--- src/pidc_pkg.sv ---
package pidc_pkg;

   // register indexes on the csr channel
   localparam int unsigned CsrIdxW = 3;
   localparam logic [CsrIdxW-1:0] REG_GAIN_PROP  = 3'd0;
   localparam logic [CsrIdxW-1:0] REG_GAIN_INTEG = 3'd1;
   localparam logic [CsrIdxW-1:0] REG_GAIN_DERIV = 3'd2;
   localparam logic [CsrIdxW-1:0] REG_OUT_UPPER  = 3'd3;
   localparam logic [CsrIdxW-1:0] REG_OUT_LOWER  = 3'd4;

   localparam logic [15:0] DT_ONE = 16'd4096;   // 1.0 in Q4.12

   // |error delta| * 4096 fits in 28 bits
   localparam int unsigned DivW    = 28;
   localparam int unsigned DivCntW = 5;

   typedef struct packed {
      logic busy;
      logic done;
   } div_status_type;

endpackage

--- src/pid_controller_clamped.sv ---
// channel | dir | ports                          | word
// req     | in  | req_tvalid/tready/tdata[31:0]  | [15:0] error_sample, [31:16] step_time
// rsp     | out | rsp_tvalid/tready/tdata[15:0]  | [15:0] drive
// csr     | in  | csr_valid/ready/index/data     | index 0..4, data 16 bit
//
// From accept to result, one word goes through one multiply for the integral
// step, the bit-serial divider for the derivative, then three
// products through the one shared 16x32 multiplier and the accumulate.
// req_tready is high only while idle; a result waits in the output register
// while the next word is taken. Synchronous reset clears the error history,
// the integral and the registers to their defaults. csr_ready is always high.
module pid_controller_clamped (
   input  logic        clock,
   input  logic        reset,
   input  logic        req_tvalid,
   output logic        req_tready,
   input  logic [31:0] req_tdata,    // [15:0] error_sample, [31:16] step_time
   output logic        rsp_tvalid,
   input  logic        rsp_tready,
   output logic [15:0] rsp_tdata,    // [15:0] drive
   input  logic        csr_valid,
   output logic        csr_ready,
   input  logic [pidc_pkg::CsrIdxW-1:0] csr_index,
   input  logic [15:0] csr_data
);

   localparam logic [3:0] ST_IDLE  = 4'd0;
   localparam logic [3:0] ST_INC   = 4'd1;
   localparam logic [3:0] ST_INTEG = 4'd2;
   localparam logic [3:0] ST_DIV   = 4'd3;
   localparam logic [3:0] ST_MP    = 4'd4;
   localparam logic [3:0] ST_MI    = 4'd5;
   localparam logic [3:0] ST_MD    = 4'd6;
   localparam logic [3:0] ST_SUM   = 4'd7;
   localparam logic [3:0] ST_OUT   = 4'd8;

   logic [3:0]         state_ff, state_in;
   logic signed [15:0] gain_prop_ff, gain_integ_ff, gain_deriv_ff;
   logic signed [15:0] out_upper_ff, out_lower_ff;
   logic signed [15:0] err_ff, err_in;
   logic [15:0]        dt_ff, dt_in;
   logic signed [16:0] diff_ff, diff_in;
   logic signed [15:0] prev_err_ff, prev_err_in;
   logic signed [31:0] integ_ff, integ_in;
   logic signed [47:0] prod_ff, prod_in;
   logic signed [49:0] acc_ff, acc_in;
   logic               rsp_valid_ff, rsp_valid_in;
   logic signed [15:0] rsp_data_ff, rsp_data_in;

   logic signed [15:0] mul_a;
   logic signed [31:0] mul_b;
   logic signed [47:0] mul_p;

   logic                         req_take;
   logic                         div_start;
   logic [15:0]                  diff_mag;
   logic [pidc_pkg::DivW-1:0]    div_quot;
   pidc_pkg::div_status_type     div_stat;
   logic signed [28:0]           deriv;
   logic signed [36:0]           integ_sum;
   logic signed [50:0]           ctl_neg;
   logic signed [42:0]           ctl;
   logic                         out_load;

   assign req_tready = (state_ff == ST_IDLE);
   assign req_take   = req_tvalid && req_tready;
   assign csr_ready  = 1'b1;

   // |diff| <= 65535, so the magnitude fits 16 bits
   assign diff_mag = 16'(diff_ff[16] ? -diff_ff : diff_ff);

   pidc_div u_div (
      .clock  (clock),
      .reset  (reset),
      .start  (div_start),
      .num    ({diff_mag, 12'd0}),
      .den    (dt_ff),
      .quot   (div_quot),
      .status (div_stat)
   );

   // quotient truncates toward zero: divide magnitudes, restore sign
   assign deriv = diff_ff[16] ? -$signed({1'b0, div_quot}) : $signed({1'b0, div_quot});

   always_comb begin
      case (state_ff)
         ST_INC: begin
            mul_a = err_ff;
            mul_b = $signed({16'd0, dt_ff});
         end
         ST_MI: begin
            mul_a = gain_integ_ff;
            mul_b = integ_ff;
         end
         ST_MD: begin
            mul_a = gain_deriv_ff;
            mul_b = 32'(deriv);
         end
         default: begin
            mul_a = gain_prop_ff;
            mul_b = 32'(err_ff);
         end
      endcase
   end

   assign mul_p = mul_a * mul_b;

   // integral step is floor(e*dt / 4096)
   assign integ_sum = 37'(integ_ff) + 37'(prod_ff >>> 12);

   assign ctl_neg  = -51'(acc_ff);
   assign ctl      = 43'(ctl_neg >>> 8);
   assign out_load = (state_ff == ST_OUT) && (!rsp_valid_ff || rsp_tready);

   always_comb begin
      state_in     = state_ff;
      err_in       = err_ff;
      dt_in        = dt_ff;
      diff_in      = diff_ff;
      prev_err_in  = prev_err_ff;
      integ_in     = integ_ff;
      prod_in      = prod_ff;
      acc_in       = acc_ff;
      rsp_valid_in = rsp_valid_ff && !rsp_tready;
      rsp_data_in  = rsp_data_ff;
      div_start    = 1'b0;
      case (state_ff)
         ST_IDLE: begin
            if (req_take) begin
               err_in      = $signed(req_tdata[15:0]);
               dt_in       = (req_tdata[31:16] == '0) ? pidc_pkg::DT_ONE : req_tdata[31:16];
               diff_in     = 17'($signed(req_tdata[15:0])) - 17'(prev_err_ff);
               prev_err_in = $signed(req_tdata[15:0]);
               state_in    = ST_INC;
            end
         end
         ST_INC: begin
            prod_in  = mul_p;
            state_in = ST_INTEG;
         end
         ST_INTEG: begin
            if (integ_sum > 37'sd2147483647)
               integ_in = 32'sh7fffffff;
            else if (integ_sum < -37'sd2147483648)
               integ_in = 32'sh80000000;
            else
               integ_in = integ_sum[31:0];
            div_start = 1'b1;
            state_in  = ST_DIV;
         end
         ST_DIV: begin
            if (div_stat.done)
               state_in = ST_MP;
         end
         ST_MP: begin
            prod_in  = mul_p;
            state_in = ST_MI;
         end
         ST_MI: begin
            acc_in   = 50'(prod_ff);
            prod_in  = mul_p;
            state_in = ST_MD;
         end
         ST_MD: begin
            acc_in   = acc_ff + 50'(prod_ff);
            prod_in  = mul_p;
            state_in = ST_SUM;
         end
         ST_SUM: begin
            acc_in   = acc_ff + 50'(prod_ff);
            state_in = ST_OUT;
         end
         ST_OUT: begin
            if (out_load) begin
               if (ctl > 43'(out_upper_ff))
                  rsp_data_in = out_upper_ff;
               else if (ctl < 43'(out_lower_ff))
                  rsp_data_in = out_lower_ff;
               else
                  rsp_data_in = ctl[15:0];
               rsp_valid_in = 1'b1;
               state_in     = ST_IDLE;
            end
         end
         default: state_in = ST_IDLE;
      endcase
   end

   always_ff @(posedge clock) begin
      err_ff      <= err_in;
      dt_ff       <= dt_in;
      diff_ff     <= diff_in;
      prod_ff     <= prod_in;
      acc_ff      <= acc_in;
      rsp_data_ff <= rsp_data_in;
      if (reset) begin
         state_ff      <= ST_IDLE;
         prev_err_ff   <= '0;
         integ_ff      <= '0;
         rsp_valid_ff  <= 1'b0;
         gain_prop_ff  <= '0;
         gain_integ_ff <= '0;
         gain_deriv_ff <= '0;
         out_upper_ff  <= 16'sh7fff;
         out_lower_ff  <= 16'sh8000;
      end else begin
         state_ff     <= state_in;
         prev_err_ff  <= prev_err_in;
         integ_ff     <= integ_in;
         rsp_valid_ff <= rsp_valid_in;
         if (csr_valid && csr_ready) begin
            case (csr_index)
               pidc_pkg::REG_GAIN_PROP:  gain_prop_ff  <= $signed(csr_data);
               pidc_pkg::REG_GAIN_INTEG: gain_integ_ff <= $signed(csr_data);
               pidc_pkg::REG_GAIN_DERIV: gain_deriv_ff <= $signed(csr_data);
               pidc_pkg::REG_OUT_UPPER:  out_upper_ff  <= $signed(csr_data);
               pidc_pkg::REG_OUT_LOWER:  out_lower_ff  <= $signed(csr_data);
               default: ;
            endcase
         end
      end
   end

   assign rsp_tvalid = rsp_valid_ff;
   assign rsp_tdata  = rsp_data_ff;

endmodule

--- src/pidc_div.sv ---
module pidc_div (
   input  logic                            clock,
   input  logic                            reset,
   input  logic                            start,
   input  logic [pidc_pkg::DivW-1:0]       num,
   input  logic [15:0]                     den,
   output logic [pidc_pkg::DivW-1:0]       quot,
   output pidc_pkg::div_status_type        status
);

   logic [pidc_pkg::DivW-1:0]    work_ff, work_in;
   logic [15:0]                  rem_ff, rem_in;
   logic [15:0]                  den_ff, den_in;
   logic [pidc_pkg::DivCntW-1:0] cnt_ff, cnt_in;
   logic                         busy_ff, busy_in;
   logic                         done_ff, done_in;
   logic [16:0]                  trial;
   logic                         fits;

   // restoring division, one quotient bit per cycle, MSB first
   assign trial = {rem_ff, work_ff[pidc_pkg::DivW-1]};
   assign fits  = trial >= {1'b0, den_ff};

   always_comb begin
      work_in = work_ff;
      rem_in  = rem_ff;
      den_in  = den_ff;
      cnt_in  = cnt_ff;
      busy_in = busy_ff;
      done_in = 1'b0;
      if (start) begin
         work_in = num;
         rem_in  = '0;
         den_in  = den;
         cnt_in  = pidc_pkg::DivCntW'(pidc_pkg::DivW - 1);
         busy_in = 1'b1;
      end else if (busy_ff) begin
         rem_in  = fits ? 16'(trial - {1'b0, den_ff}) : trial[15:0];
         work_in = {work_ff[pidc_pkg::DivW-2:0], fits};
         cnt_in  = cnt_ff - 1'b1;
         if (cnt_ff == '0) begin
            busy_in = 1'b0;
            done_in = 1'b1;
         end
      end
   end

   always_ff @(posedge clock) begin
      work_ff <= work_in;
      rem_ff  <= rem_in;
      den_ff  <= den_in;
      cnt_ff  <= cnt_in;
      if (reset) begin
         busy_ff <= 1'b0;
         done_ff <= 1'b0;
      end else begin
         busy_ff <= busy_in;
         done_ff <= done_in;
      end
   end

   assign quot        = work_ff;
   assign status.busy = busy_ff;
   assign status.done = done_ff;

endmodule

--- config.mk ---
export PLATFORM = sky130hd
export DESIGN_NAME = pid_controller_clamped
export DESIGN_NICKNAME = d
export VERILOG_FILES = /design/src/pidc_pkg.sv /design/src/pid_controller_clamped.sv /design/src/pidc_div.sv
export SDC_FILE = /design/constraint.sdc
export NUM_CORES = 2
export LEC_CHECK = 0
export ABC_AREA = 1
export BUFFER_PORTS_ARGS = -buffer_cell sky130_fd_sc_hd__buf_4
export CORE_MARGIN = 2
export CORE_UTILIZATION = 52
export CTS_BUF_LIST = sky130_fd_sc_hd__clkbuf_8
export CTS_CLUSTER_DIAMETER = 100
export DETAILED_ROUTE_END_ITERATION = 10
export PLACE_DENSITY = 0.79
export SLEW_MARGIN = 20
export SYNTH_ARGS = -nofsm -noshare
export SYNTH_HDL_FRONTEND = slang
export SYNTH_SLANG_ARGS = --single-unit
--- constraint.sdc ---
create_clock -name clock -period 8.1 [get_ports clock]
set_clock_uncertainty 0.1 [all_clocks]
set_input_delay 1.62 -clock clock [delete_from_list [all_inputs] [get_ports clock]]
set_output_delay 1.62 -clock clock [all_outputs]
set_load 0.05 [all_outputs]
==> metrics.log <==
[metrics] result of the run: completed
[metrics] post-synthesis register bit count: 363
[metrics] width of the die: 293 um
[metrics] logic depth of the worst register-to-register path: 34
[metrics] CP bufs+invs: 8
[metrics] CTS tree: yes
[metrics] largest stage delay on the critical path: 0.56 ns
[metrics] largest fanout on the critical path: 10
[metrics] crit path capture: prod_ff[45]
[metrics] GPL Wtd Cong: 0.999
[metrics] DIE HEIGHT: 293 um
[metrics] Mapped Nets: 6511
[metrics] detailed-routed wire length on met2: 62.0 mm
[metrics] RSZ-0062 raised after global routing: yes
[metrics] area taken by flip-flops and latches: 0.00922 mm2
[metrics] remaining global-route overflow: 0
[metrics] number of placed instances, taps included: 6719
[metrics] start point of the critical path: u_div.quot[0]
[metrics] number of global-route vias before repair: 38.6k
[metrics] Port Buf Inserts: 73
[metrics] Pre-Repair DR Iteration Count: 6
[metrics] Layout Area Growth over Synthesis: 8.32%
[metrics] r2r startpoint: u_div.quot[0]
[metrics] number of max-slew violations in the final report: 0
[metrics] worst endpoint required time: 8.39 ns
[metrics] family of cells with the greatest summed delay on the critical path: adder cells
[metrics] maximum clock frequency: 127 MHz
[metrics] Slowest-stage cell, CP: fa_1
[metrics] Syn Std Cell Area: 0.0435 mm2
[metrics] count of nets after finishing: 6585
[metrics] area of the multi-input gates: 0.0298 mm2
[metrics] initial antenna violation count: 2
[metrics] hold buffer count at CTS: 0
[metrics] endpoint of the most critical register-to-register path: prod_ff[45]
[metrics] startpoint types: flip-flop
[metrics] critical path endpoint category: flip-flop
[metrics] average instance area after synthesis: 7.71 um2
[metrics] worst reg2reg setup slack: 0.26 ns
[metrics] headroom to the max-slew limit: 25.3%
[metrics] via/cell ratio: 5.61
[metrics] count of antenna-violating nets left after detailed routing: 0
[metrics] TritonCTS Sinks: 363
[metrics] buffer cell driving the clock tree root: clkbuf_8
[metrics] initial drt markers: 3455
[metrics] overall global routing resource usage: 31.9%
[metrics] wire length on met1: 56.4 mm
[metrics] I/O pin total: 75
[metrics] final number of hold-violating endpoints: 0
[metrics] initial cell density of the core: 52.3%
[metrics] async set-or-reset flop fraction in the synthesized netlist: 0%
[metrics] top layer reached by signal wires: met4
[metrics] logic depth of the worst path, buffers included: 34
[metrics] fin crit period: 7.84 ns
[metrics] worst setup path category: flip-flop to flip-flop
[metrics] drt wl/cell: 19.8 um
[metrics] Yosys Warn Count: 0
[metrics] total CTS buffers: 61
[metrics] maximum root-to-sink buffer count: 3
[metrics] largest net degree at the start of global routing: 115
[metrics] number of synthesized flops with an enable pin: 195
[metrics] DRC viols: 0
[metrics] Most Frequent Cell on Critical Path: inv_1
[metrics] Filler Cell Count: 7724
[metrics] met3 wire len: 11.1 mm
[metrics] number of vias after detailed routing: 38.4k
[metrics] ratio of cells with drive above 1 in the final layout: 8.21%
[metrics] leading register cell type out of synthesis: edfxtp_1
[metrics] Clock transition at path regs: 0.07 ns
[metrics] number of different library cells in the post-synthesis netlist: 73
[metrics] overall routed net length: 136 mm
[metrics] maximum capacitance violations: 0
[metrics] Final setup viols: 0
[metrics] Post-DP HPWL: 111 mm
[metrics] DIE AREA: 0.0861 mm2
[metrics] Tightest Pin Transition: 1.12 ns
[metrics] arrival time of the worst setup path: 8.13 ns
[metrics] Clk Latency, worst-skew pair: 0.72 ns
[metrics] period utilisation layout: 96.8%
[metrics] core footprint: 0.0833 mm2
[metrics] Tightest Hold Check Type: flip-flop to flip-flop
[metrics] FP Rows: 106
[metrics] register area share after synthesis: 21.2%
[metrics] H-tree depth reported by CTS: 2
[metrics] gate count after technology mapping: 5646
[metrics] final cell count without fillers: 6855
[metrics] wire length of the first global-routing pass: 214 mm
==> stage by stage <==
stage               TNS [ns]  area (um2)  utilization, %  setup WS, ns  hold slack, ns
detailed placement         0       45300            54.4        0.0728           0.351
global route           -1.04       47200            56.6        -0.149           0.376
finish                     0       47200            56.6         0.257           0.351
floorplan                  0       43500               -         0.871           0.315
global placement           0       45300            54.4         0.117           0.338
CTS                        0       46700            56.0        0.0436           0.356
==> cell families (layout without fill, tap and decap cells) <==
family | count (synthesis) | after routing | synth area share (%)
fa+ha+maj | 809 | 809 | 31.7
other cells | 1 | 3 | 0.00861
simple gates | 2236 | 2236 | 21.8
xor+xnor | 159 | 159 | 3.23
flops | 363 | 363 | 21.2
compound gates | 849 | 849 | 11.1
buf+inv | 1229 | 1356 | 11.1
==> layout by cell type (no fill, tap or decap), types with 12 or more instances in the layout <==
cell type	Yosys	final
fa_1	490	488
xor2_1	94	94
nand2_2	18	22
clkbuf_8	0	73
buf_4	12	158
or2_2	17	17
o21ai_0	297	289
o21bai_1	21	21
nor2_2	19	24
ha_1	319	315
inv_1	1028	1042
o21a_1	12	12
o21ai_2	14	14
o21ai_1	15	18
a31oi_1	32	30
a21o_1	20	20
nor4_1	25	24
dfxtp_1	168	168
inv_2	34	34
a22oi_1	13	13
edfxtp_1	195	195
xnor2_1	63	63
clkinv_2	0	12
nand3_2	14	12
nand3_1	243	242
nand4_1	50	50
nand2_1	1102	1093
o22ai_1	14	14
nor3_1	44	42
a21oi_1	345	342
nor2_1	655	646
==> cell type report <==
type                            count  area share (%)
Antenna cell                        2          0.0106
Clock buffer                       73            2.13
Clock inverter                     43           0.695
Inverter                         1066            8.52
Multi-Input combinational cell   4054            63.2
Sequential cell                   363            19.5
Tap cell                         1080            2.86
Timing Repair Buffer              174            3.08
==> worst register-to-register path: cells and delay by family, from the launching register on <==
family | cells | cell delay, ns
AOI/OAI and AO/OA | 3 | 0.57
xor gates and xnor gates | 1 | 0.09
adders and majority gates | 8 | 3.67
buffers and inverters | 8 | 0.69
DFF | 1 | 0.32
and+or+nand+nor | 14 | 2.09
==> worst min-delay path by stage <==
stage / startpoint / slack, ns / endpoint / depth (start not counted)
after floorplan: u_div.cnt_ff[4] / 0.32 / u_div.done_ff / 1
after global placement: u_div.cnt_ff[4] / 0.34 / u_div.done_ff / 1
after detailed placement: prev_err_ff[3] / 0.35 / prev_err_ff[3] / 2
after CTS: dt_ff[3] / 0.36 / u_div.den_ff[3] / 0
after global routing: dt_ff[1] / 0.38 / u_div.den_ff[1] / 0
final: u_div.cnt_ff[4] / 0.35 / u_div.done_ff / 1
==> cell usage after synthesis, types with 20 or more instances <==
cell type	n	area share [%]
buf_2	56	0.64
xnor2_1	63	1.3
o21bai_1	21	0.36
o21ai_0	297	3.4
a31oi_1	32	0.46
a21oi_1	345	4.0
fa_1	490	23
edfxtp_1	195	13
nand3_1	243	2.8
ha_1	319	9.2
nand2_1	1102	9.5
nand4_1	50	0.72
clkbuf_1	80	0.69
xor2_1	94	1.9
nor3_1	44	0.51
inv_2	34	0.29
dfxtp_1	168	7.7
inv_1	1028	8.9
nor2_1	655	5.6
a21o_1	20	0.34
nor4_1	25	0.36
==> sequential cells by signal (all words and copies together) (netlist names), 17 cells and up <==
register	cells
diff_ff	17
prod_ff	48
acc_ff	50
integ_ff	32
u_div.quot	28
==> timing repair <==
item	4_1_cts	5_1_grt
setup endpoints to repair	2	22
setup buffers	0	17
pin swaps	0	11
resized for setup	1	81
hold endpoints to repair	0	0
==> routing by layer <==
layer	vias to the layer above	track usage [%]
met5	-	0
met2	1700	51.9
met1	18300	42.7
li1	18000	-
met4	0	13.7
met3	364	4.42
Power is not shown: default switching activity piles up to over one toggle a cycle in this logic, so the estimate is an artifact.
